## config.mk

```make
export PLATFORM = sky130hd
export DESIGN_NAME = multi_circle_collision_region_core
export DESIGN_NICKNAME = d
export VERILOG_FILES = /design/src/rtl/mccr_pkg.sv /design/src/rtl/multi_circle_collision_region_core.sv /design/src/rtl/mccr_ram.sv /design/src/rtl/mccr_mul.sv
export SDC_FILE = /design/constraint.sdc
export NUM_CORES = 2
export LEC_CHECK = 0
export BUFFER_PORTS_ARGS = -buffer_cell sky130_fd_sc_hd__clkbuf_2
export CORE_MARGIN = 5
export CORE_UTILIZATION = 45
export CTS_CLUSTER_DIAMETER = 50
export DETAILED_ROUTE_END_ITERATION = 12
export GPL_TIMING_DRIVEN = 0
export SLEW_MARGIN = 10
export SYNTH_ARGS = -nofsm -noshare
export SYNTH_HDL_FRONTEND = slang
export SYNTH_SLANG_ARGS = --single-unit
```

## constraint.sdc

```tcl
create_clock -name clk -period 10.6 [get_ports clk]
set_clock_uncertainty 0.1 [all_clocks]
set_input_delay 0.53 -clock clk [delete_from_list [all_inputs] [get_ports clk]]
set_output_delay 0.53 -clock clk [all_outputs]
set_load 0.02 [all_outputs]
```

## src/rtl/mccr_pkg.sv

```systemverilog
// shared types and constants for the multi-circle collision region block
package mccr_pkg;

	// default depth of the circle tables
	localparam int MAX_CIRCLES_DEF = 16;

	// register and stream word widths
	localparam int COUNT_W   = 5;
	localparam int S_TDATA_W = 120;
	localparam int S_TUSER_W = 2;
	localparam int M_TDATA_W = 8;

	// table word widths
	localparam int BASE_W  = 47;
	localparam int WORLD_W = 48;

	// shared multiplier operand and product widths
	localparam int MUL_A_W = 33;
	localparam int MUL_B_W = 18;
	localparam int MUL_P_W = MUL_A_W + MUL_B_W;

	typedef enum logic [1:0] {
		OP_LOAD   = 2'd0,
		OP_XFORM  = 2'd1,
		OP_CQUERY = 2'd2,
		OP_PQUERY = 2'd3
	} op_t;

	// one request to the shared multiplier
	typedef struct packed {
		logic                      en;
		logic signed [MUL_A_W-1:0] a;
		logic signed [MUL_B_W-1:0] b;
	} mul_req_t;

endpackage

```

## src/rtl/multi_circle_collision_region_core.sv

```systemverilog
// top level of the multi-circle collision region block
//
// Keeps a table of base circles and a transformed (world) copy and answers
// overlap queries against the world table. Words come in on the s_ side and
// one result word goes out on the m_ side for every input word. Everything
// runs through one shared 33x18 signed multiplier under a small sequencer,
// one item at a time: s_tready is high only while the block is idle. A load
// goes straight to the done step. A transform takes each active circle
// through a table read, seven products and a write-back step, then the done
// step. A circle or point query takes each circle through a read, a
// difference step, three products and a compare, then the done step; it
// stops at the first hit. With a count of zero every item goes straight to
// the done step. The block goes back to idle as the result word turns valid.
// The result sits in an output register, so a new word is taken while the
// last result still waits on m_tready; a finished word holds in the done
// step until that register frees. The world table reads as zero until a
// transform writes an entry; base entries read by a transform must have been
// loaded first. The user must write circle_count only while the block is idle
// (the block does not enforce it); counts above MAX_CIRCLES act as MAX_CIRCLES.
module multi_circle_collision_region_core #(
	parameter int MAX_CIRCLES = mccr_pkg::MAX_CIRCLES_DEF
) (
	input  logic                            clk,
	input  logic                            arst_n,
	// config register circle_count
	input  logic                            cfg_we,
	input  logic [mccr_pkg::COUNT_W-1:0]    cfg_wdata,
	// input words
	input  logic                            s_tvalid,
	output logic                            s_tready,
	// entry_index, pos_x, pos_y, radius, cos_val, sin_val, scale_x, scale_y, zero pad
	input  logic [mccr_pkg::S_TDATA_W-1:0]  s_tdata,
	// opcode
	input  logic [mccr_pkg::S_TUSER_W-1:0]  s_tuser,
	// result words
	output logic                            m_tvalid,
	input  logic                            m_tready,
	// hit, hit_index, zero pad
	output logic [mccr_pkg::M_TDATA_W-1:0]  m_tdata
);

	localparam int CNT_W = $clog2(MAX_CIRCLES + 1);
	localparam int IDX_W = MAX_CIRCLES > 1 ? $clog2(MAX_CIRCLES) : 1;
	localparam int NW    = CNT_W > mccr_pkg::COUNT_W ? CNT_W : mccr_pkg::COUNT_W;
	localparam logic signed [47:0] ROUND = 48'sd33554432;

	// sequencer states: T* walk the transform, Q* walk a query
	typedef enum logic [17:0] {
		S_IDLE = 18'b000000000000000001,
		S_T_RD = 18'b000000000000000010,
		S_T0   = 18'b000000000000000100,
		S_T1   = 18'b000000000000001000,
		S_T2   = 18'b000000000000010000,
		S_T3   = 18'b000000000000100000,
		S_T4   = 18'b000000000001000000,
		S_T5   = 18'b000000000010000000,
		S_T6   = 18'b000000000100000000,
		S_T7   = 18'b000000001000000000,
		S_Q_RD = 18'b000000010000000000,
		S_Q0   = 18'b000000100000000000,
		S_Q1   = 18'b000001000000000000,
		S_Q2   = 18'b000010000000000000,
		S_Q3   = 18'b000100000000000000,
		S_Q4   = 18'b001000000000000000,
		S_DONE = 18'b010000000000000000,
		S_SPARE = 18'b100000000000000000
	} state_t;

	function automatic logic signed [15:0] sat16(input logic signed [22:0] v);
		if (v > 23'sd32767) begin
			return 16'sh7fff;
		end else if (v < -23'sd32768) begin
			return -16'sd32768;
		end else begin
			return v[15:0];
		end
	endfunction

	// control state
	state_t               state_q;
	logic [mccr_pkg::COUNT_W-1:0] count_q;
	logic [MAX_CIRCLES-1:0] wvalid_q;
	logic                 m_tvalid_q;

	// item and datapath registers
	mccr_pkg::op_t        op_q;
	logic signed [15:0]   px_q, py_q, cs_q, sn_q;
	logic [14:0]          rad_q;
	logic [15:0]          scx_q, scy_q, smax_q;
	logic [CNT_W-1:0]     n_q, i_q;
	logic signed [31:0]   sx_q, sy_q;
	logic signed [47:0]   acc_q, rxy_q;
	logic signed [15:0]   wx_q;
	logic signed [16:0]   dx_q, dy_q;
	logic [16:0]          lim_q;
	logic                 hit_q;
	logic [3:0]           res_idx_q;
	logic [mccr_pkg::M_TDATA_W-1:0] m_tdata_q;

	// input word fields
	mccr_pkg::op_t        in_op;
	logic [3:0]           in_idx;
	logic signed [15:0]   in_x, in_y, in_cs, in_sn;
	logic [14:0]          in_rad;
	logic [15:0]          in_scx, in_scy;

	assign in_op  = mccr_pkg::op_t'(s_tuser[1:0]);
	assign in_idx = s_tdata[3:0];
	assign in_x   = s_tdata[19:4];
	assign in_y   = s_tdata[35:20];
	assign in_rad = s_tdata[50:36];
	assign in_cs  = s_tdata[66:51];
	assign in_sn  = s_tdata[82:67];
	assign in_scx = s_tdata[98:83];
	assign in_scy = s_tdata[114:99];

	logic s_accept;
	assign s_tready = (state_q == S_IDLE);
	assign s_accept = s_tvalid && s_tready;

	// active circle count, clipped to the table depth
	logic [NW-1:0] cnt_ext, n_sel;
	assign cnt_ext = NW'(count_q);
	assign n_sel   = (cnt_ext > NW'(MAX_CIRCLES)) ? NW'(MAX_CIRCLES) : cnt_ext;

	logic [IDX_W-1:0] i_idx;
	logic [CNT_W-1:0] i_next;
	logic             last_circle;
	assign i_idx       = i_q[IDX_W-1:0];
	assign i_next      = i_q + CNT_W'(1);
	assign last_circle = (i_next == n_q);

	// base table: {x, y, r}
	logic                        base_we;
	logic [mccr_pkg::BASE_W-1:0] base_rdata;
	logic signed [15:0]          bx, by;
	logic [14:0]                 br;

	assign base_we = s_accept && (in_op == mccr_pkg::OP_LOAD)
		&& (9'(in_idx) < 9'(MAX_CIRCLES));

	mccr_ram #(
		.W     (mccr_pkg::BASE_W),
		.DEPTH (MAX_CIRCLES)
	) u_base_ram (
		.clk   (clk),
		.we    (base_we),
		.waddr (IDX_W'(in_idx)),
		.wdata ({in_x, in_y, in_rad}),
		.re    (state_q == S_T_RD),
		.raddr (i_idx),
		.rdata (base_rdata)
	);

	assign bx = base_rdata[46:31];
	assign by = base_rdata[30:15];
	assign br = base_rdata[14:0];

	// shared multiplier
	mccr_pkg::mul_req_t             mreq;
	logic signed [mccr_pkg::MUL_P_W-1:0] p;
	logic signed [47:0]             pt;

	always_comb begin
		mreq = '0;
		unique case (state_q)
			S_T0: begin
				mreq = '{en: 1'b1, a: {{17{bx[15]}}, bx}, b: {2'b00, scx_q}};
			end
			S_T1: begin
				mreq = '{en: 1'b1, a: {{17{by[15]}}, by}, b: {2'b00, scy_q}};
			end
			S_T2: begin
				mreq = '{en: 1'b1, a: {sx_q[31], sx_q}, b: {{2{cs_q[15]}}, cs_q}};
			end
			S_T3: begin
				mreq = '{en: 1'b1, a: {sy_q[31], sy_q}, b: {{2{sn_q[15]}}, sn_q}};
			end
			S_T4: begin
				mreq = '{en: 1'b1, a: {sx_q[31], sx_q}, b: {{2{sn_q[15]}}, sn_q}};
			end
			S_T5: begin
				mreq = '{en: 1'b1, a: {sy_q[31], sy_q}, b: {{2{cs_q[15]}}, cs_q}};
			end
			S_T6: begin
				mreq = '{en: 1'b1, a: {18'b0, br}, b: {2'b00, smax_q}};
			end
			S_Q1: begin
				mreq = '{en: 1'b1, a: {{16{dx_q[16]}}, dx_q}, b: {dx_q[16], dx_q}};
			end
			S_Q2: begin
				mreq = '{en: 1'b1, a: {{16{dy_q[16]}}, dy_q}, b: {dy_q[16], dy_q}};
			end
			S_Q3: begin
				mreq = '{en: 1'b1, a: {16'b0, lim_q}, b: {1'b0, lim_q}};
			end
			default: begin
				mreq = '0;
			end
		endcase
	end

	mccr_mul u_mul (
		.clk (clk),
		.req (mreq),
		.p   (p)
	);

	assign pt = p[47:0];

	// world table: {x, y, r}, entries never written read as zero
	logic                         world_we;
	logic [mccr_pkg::WORLD_W-1:0] world_rdata, world_word;
	logic signed [15:0]           wx, wy;
	logic [15:0]                  wr;

	// rounded rotation result plus translation, shared by x and y
	logic signed [22:0] shift_sum;
	logic signed [15:0] tr_sel;
	logic [31:0]        r_round;
	logic [15:0]        r_sat;
	logic signed [15:0] wy_new;

	assign tr_sel    = (state_q == S_T7) ? py_q : px_q;
	assign shift_sum = {rxy_q[47], rxy_q[47:26]} + {{7{tr_sel[15]}}, tr_sel};
	assign r_round   = p[31:0] + 32'd2048;
	assign r_sat     = (r_round[31:28] != 4'd0) ? 16'hffff : r_round[27:12];
	assign wy_new    = sat16(shift_sum);
	assign world_we  = (state_q == S_T7);

	mccr_ram #(
		.W     (mccr_pkg::WORLD_W),
		.DEPTH (MAX_CIRCLES)
	) u_world_ram (
		.clk   (clk),
		.we    (world_we),
		.waddr (i_idx),
		.wdata ({wx_q, wy_new, r_sat}),
		.re    (state_q == S_Q_RD),
		.raddr (i_idx),
		.rdata (world_rdata)
	);

	assign world_word = wvalid_q[i_idx] ? world_rdata : '0;
	assign wx = world_word[47:32];
	assign wy = world_word[31:16];
	assign wr = world_word[15:0];

	logic out_free;
	assign out_free = !m_tvalid_q || m_tready;

	// sequencer and control state
	always_ff @(posedge clk or negedge arst_n) begin
		if (!arst_n) begin
			state_q    <= S_IDLE;
			count_q    <= mccr_pkg::COUNT_W'(1);
			wvalid_q   <= '0;
			m_tvalid_q <= 1'b0;
		end else begin
			if (cfg_we) begin
				count_q <= cfg_wdata;
			end
			if (world_we) begin
				wvalid_q[i_idx] <= 1'b1;
			end
			// output register: load a finished word or drain on handshake
			if (state_q == S_DONE && out_free) begin
				m_tvalid_q <= 1'b1;
			end else if (m_tvalid_q && m_tready) begin
				m_tvalid_q <= 1'b0;
			end
			unique case (state_q)
				S_IDLE: begin
					if (s_accept) begin
						if (in_op == mccr_pkg::OP_LOAD || n_sel == '0) begin
							state_q <= S_DONE;
						end else if (in_op == mccr_pkg::OP_XFORM) begin
							state_q <= S_T_RD;
						end else begin
							state_q <= S_Q_RD;
						end
					end
				end
				S_T_RD: state_q <= S_T0;
				S_T0:   state_q <= S_T1;
				S_T1:   state_q <= S_T2;
				S_T2:   state_q <= S_T3;
				S_T3:   state_q <= S_T4;
				S_T4:   state_q <= S_T5;
				S_T5:   state_q <= S_T6;
				S_T6:   state_q <= S_T7;
				S_T7: begin
					state_q <= last_circle ? S_DONE : S_T_RD;
				end
				S_Q_RD: state_q <= S_Q0;
				S_Q0:   state_q <= S_Q1;
				S_Q1:   state_q <= S_Q2;
				S_Q2:   state_q <= S_Q3;
				S_Q3:   state_q <= S_Q4;
				S_Q4: begin
					// stop at the first overlapping circle
					if (acc_q < pt || last_circle) begin
						state_q <= S_DONE;
					end else begin
						state_q <= S_Q_RD;
					end
				end
				S_DONE: begin
					if (out_free) begin
						state_q <= S_IDLE;
					end
				end
				default: state_q <= S_IDLE;
			endcase
		end
	end

	// datapath registers
	always_ff @(posedge clk) begin
		if (s_accept) begin
			op_q      <= in_op;
			px_q      <= in_x;
			py_q      <= in_y;
			rad_q     <= in_rad;
			cs_q      <= in_cs;
			sn_q      <= in_sn;
			scx_q     <= in_scx;
			scy_q     <= in_scy;
			smax_q    <= (in_scx > in_scy) ? in_scx : in_scy;
			n_q       <= n_sel[CNT_W-1:0];
			i_q       <= '0;
			hit_q     <= 1'b0;
			res_idx_q <= '0;
		end
		unique case (state_q)
			S_T1: sx_q <= p[31:0];
			S_T2: sy_q <= p[31:0];
			S_T3: acc_q <= pt + ROUND;
			S_T4: rxy_q <= acc_q - pt;
			S_T5: begin
				acc_q <= pt + ROUND;
				wx_q  <= sat16(shift_sum);
			end
			S_T6: rxy_q <= acc_q + pt;
			S_T7: i_q <= i_next;
			S_Q0: begin
				dx_q  <= {wx[15], wx} - {px_q[15], px_q};
				dy_q  <= {wy[15], wy} - {py_q[15], py_q};
				lim_q <= {1'b0, wr}
					+ ((op_q == mccr_pkg::OP_CQUERY) ? {2'b00, rad_q} : 17'd0);
			end
			S_Q2: acc_q <= pt;
			S_Q3: acc_q <= acc_q + pt;
			S_Q4: begin
				if (acc_q < pt) begin
					hit_q     <= 1'b1;
					res_idx_q <= 4'(i_q);
				end else begin
					i_q <= i_next;
				end
			end
			S_DONE: begin
				if (out_free) begin
					m_tdata_q <= {3'b000, res_idx_q, hit_q};
				end
			end
			default: begin
			end
		endcase
	end

	assign m_tvalid = m_tvalid_q;
	assign m_tdata  = m_tdata_q;

endmodule

```

## src/rtl/mccr_ram.sv

```systemverilog
// generic single-write, single-read ram with registered read data
module mccr_ram #(
	parameter int W     = 8,
	parameter int DEPTH = 16
) (
	input  logic                                   clk,
	input  logic                                   we,
	input  logic [(DEPTH > 1 ? $clog2(DEPTH) : 1)-1:0] waddr,
	input  logic [W-1:0]                           wdata,
	input  logic                                   re,
	input  logic [(DEPTH > 1 ? $clog2(DEPTH) : 1)-1:0] raddr,
	output logic [W-1:0]                           rdata
);

	logic [W-1:0] mem_q [DEPTH];
	logic [W-1:0] rdata_q;

	always_ff @(posedge clk) begin
		if (we) begin
			mem_q[waddr] <= wdata;
		end
		if (re) begin
			rdata_q <= mem_q[raddr];
		end
	end

	assign rdata = rdata_q;

endmodule

```

## src/rtl/mccr_mul.sv

```systemverilog
// shared signed multiplier with registered product
module mccr_mul (
	input  logic                                 clk,
	input  mccr_pkg::mul_req_t                   req,
	output logic signed [mccr_pkg::MUL_P_W-1:0]  p
);

	logic signed [mccr_pkg::MUL_A_W-1:0] a;
	logic signed [mccr_pkg::MUL_B_W-1:0] b;
	logic signed [mccr_pkg::MUL_P_W-1:0] p_q;

	assign a = req.a;
	assign b = req.b;

	always_ff @(posedge clk) begin
		if (req.en) begin
			p_q <= a * b;
		end
	end

	assign p = p_q;

endmodule

```

==> results_dict.tcl <==
set metrics [dict create \
    grt_max_degree 102 \
    setup_slack_ps 214 \
    syn-mean-instance-area_um2 15.1 \
    async_reset_ff_share_pct 1.90 \
    syn-cell-area_um2 105000 \
    end_kind "flip-flop" \
    relSlewSlack_pct 3.15 \
    worstSetupPathType "reg -> reg" \
    hold_viol 0 \
    fin_crit_sh_pct 98.0 \
    yosysUniqueCellTypes 99 \
    nNetsFinal 8654 \
    start_kind "flip-flop" \
    p_leak_nw 44.2 \
    place_ws_ps -1620 \
    cellPowerDensity_nw_per_um2 156 \
    synthFlopType "edfxtp_1" \
    p_int_mw 14.4 \
    cts.sink_count 2052 \
    multi_input_area_um2 40100 \
    finalMaxSlewViolations 0 \
    syn_inst 6987 \
    crit_start "state_q[11]" \
    cp.arrival_ps 10820 \
    ys_ff_latch 2052 \
    power_switching_mw 4.67 \
    gp_congestion 0.941 \
    crit_fanout 10 \
    slowest_stage "nor4_4" \
    antenna_found_initial 13 \
    drt_iter0_drc 6925 \
    outcome "finished, final reports clean" \
    max_freq_mhz 96.3 \
    area_growth_pct 16.1 \
    fp-row-count 177 \
    share_comb_of_total_power_pct 7.6 \
    regArea_um2 61300 \
    grt_pass1_vias 65800 \
    ant_nets 0 \
    io_pins 142 \
    synth_edf_count 2003 \
    finalSetupViolations 0 \
    pwr-share-clk_pct 42.4 \
    dieHeight_um 494 \
    max_slew.worst_pin.slew_ps 1450 \
    fin_tns_setup_ps 0 \
    viasPerCell 5.76 \
    yosys_warnings 0 \
    initial_core_util_pct 45.3 \
    cp.required_ps 11040 \
    path_clk_slew_ps 60 \
    grt_setup_unrepaired "yes" \
    layout-drive-gt1-share_pct 18.5 \
    core_um2 233000 \
    final_core_util_pct 52.5 \
    clock_tree.buffer_depth 3 \
    finalWirelength_um 318000 \
    r2r-start "state_q[11]" \
    cts_max_level 4 \
    layout_min_cycle_time_ps 10390 \
    cts_root_buf "clkbuf_16" \
    cpPeakStageDelay_ps 680 \
    vias 63400 \
    track_usage_pct 26.1 \
    io_buffers 133 \
    synth_seq_area_share_pct 58.2 \
    fillers 19100 \
    power_mw 19.1 \
    die_area_um2 244000 \
    grt.overflow.total 0 \
    seq_power_share_pct 49.9 \
    die_w_um 494 \
    dp_hpwl_um 236000 \
    ir_worst_vdd_mv 0.183 \
    maxCapViolCount 0 \
    grt_pass1_wl_um 461000 \
    firstDrtPassIters 10 \
    routedWlPerCell_um 28.9 \
    drc_errors 0 \
    clk_latency_ps 920 \
    cts_buffers 227 \
    cts_tree "built" \
    swShare_pct 24.5 \
    hp-class "in -> async" \
]
[layer usage]
| layer | vias up | global-route usage, % | routed length (um) |
|---|---|---|---|
| li1 | 26900 | - | - |
| met1 | 33100 | 35.0 | 125000 |
| met3 | 609 | 4.30 | 24800 |
| met4 | 4 | 10.6 | 15300 |
| met2 | 2771 | 42.9 | 153000 |
| met5 | - | 0 | 22 |
[cells in the final DEF, fill, tap and decap left out, types with 28 or more instances in the layout]
cell	netlist	final
a221o_1	37	37
buf_2	55	60
xor2_1	29	29
buf_12	0	35
o21ai_0	146	138
nand4_1	29	29
or2_2	28	28
edfxtp_1	2003	2003
nand2_1	531	526
nor2b_1	43	43
nor3_1	63	52
dfrtp_1	37	37
ha_1	304	304
xnor2_1	185	185
buf_6	4	29
fa_1	544	544
a222oi_1	47	47
buf_4	5	110
dlygate4sd3_1	0	127
clkbuf_1	195	176
a21o_1	65	65
nand3_1	60	58
buf_1	51	40
nor2_1	456	432
clkbuf_2	1	173
a21oi_1	179	179
inv_1	852	851
clkinv_1	1	44
clkbuf_16	0	227
mux4_2	480	480
o21bai_1	37	37
and2_1	68	68
[synth_stat cells, types with 43 or more instances]
| master | number | area share [%] |
|---|---|---|
| edfxtp_1 | 2003 | 57 |
| inv_1 | 852 | 3.0 |
| fa_1 | 544 | 10 |
| nand2_1 | 531 | 1.9 |
| mux4_2 | 480 | 10 |
| nor2_1 | 456 | 1.6 |
| ha_1 | 304 | 3.6 |
| clkbuf_1 | 195 | 0.69 |
| xnor2_1 | 185 | 1.5 |
| a21oi_1 | 179 | 0.85 |
| o21ai_0 | 146 | 0.69 |
| and2_1 | 68 | 0.40 |
| a21o_1 | 65 | 0.46 |
| nor3_1 | 63 | 0.30 |
| nand3_1 | 60 | 0.29 |
| buf_2 | 55 | 0.26 |
| buf_1 | 51 | 0.18 |
| a222oi_1 | 47 | 0.45 |
| nor2b_1 | 43 | 0.26 |
[state kept, by name, indices dropped and copies added, names as in the netlist, 17 cells and up]
name	cells
u_mul.p	48
u_world_ram.rdata	48
sy_q	32
sx_q	32
dx_q	17
dy_q	17
acc_q	48
rxy_q	22
u_base_ram.mem_q	752
u_base_ram.rdata	47
lim_q	17
u_world_ram.mem_q	768
state_q	17
[through the flow]
step                      area (um^2)  hold slack (ps)  std cells
after floorplan                105000              134       6989
after global placement         110000              316      10300
after detailed placement       113000              321      10400
after CTS                      122000             73.8      11000
after global routing           122000              134      11000
final                          122000             98.5      11000
[worst paths after layout]
path,to,slack [ps],cells after the start
min in group clk,state_q[16],290,3
worst max-delay path,u_mul.p[47],210,31
worst min-delay path,m_tvalid,100,2
max in group asynchronous,state_q[12],9620,2
worst min register to register,m_tdata[3],320,0
worst max register to register,u_mul.p[47],210,31
[layout make-up]
class / instances / area share, %
diodes: 6 / 0.0123
plain buffers: 303 / 1.08
clock buffers: 248 / 4.71
clock inverters: 174 / 1.70
inverters: 857 / 2.65
multi-input cells: 3769 / 32.8
flip-flops and latches: 2052 / 50.2
well taps: 3132 / 3.21
repair buffers: 464 / 3.73
[repair_timing]
item | 4_1_cts | 5_1_grt
hold endpoints to repair | 841 | 0
pin swaps | 16 | 3
hold buffers | 127 | 0
setup endpoints to repair | 30 | 15
setup buffers | 20 | 1
gates resized for setup | 29 | 41
[worst max-delay path: cells and delay by family (launching register included)]
kind | cells | cell delay, ps
DFF | 1 | 350
xor gates and xnor gates | 1 | 130
AOI/OAI and AO/OA | 7 | 2410
and+or+nand+nor | 8 | 2730
buffers and inverters | 8 | 1030
adders and majority gates | 7 | 3360
[cells by family (layout without fill, tap and decap cells)]
kind of cell / after synthesis / after routing / synth area share (%)
fa+ha+maj: 848 / 848 / 13.9
other cells: 1 / 9 / 0.00356
xor+xnor: 214 / 214 / 1.78
buf+inv: 1168 / 2046 / 4.29
compound gates: 774 / 774 / 5.10
flops: 2052 / 2052 / 58.2
simple gates: 1420 / 1420 / 6.10
mux: 510 / 510 / 10.6
[power by group through the flow]
stage	sequential [mW]	clock, mW	combinational [mW]
3_3_place_gp	9.74	0	1.24
2_1_floorplan	9.59	0	0.725
3_5_place_dp	9.68	0	1.37
6_report	9.51	8.09	1.45
5_1_grt	9.52	8.56	1.54
4_1_cts	9.51	8.21	1.43
(Power assumes the default switching activity.)
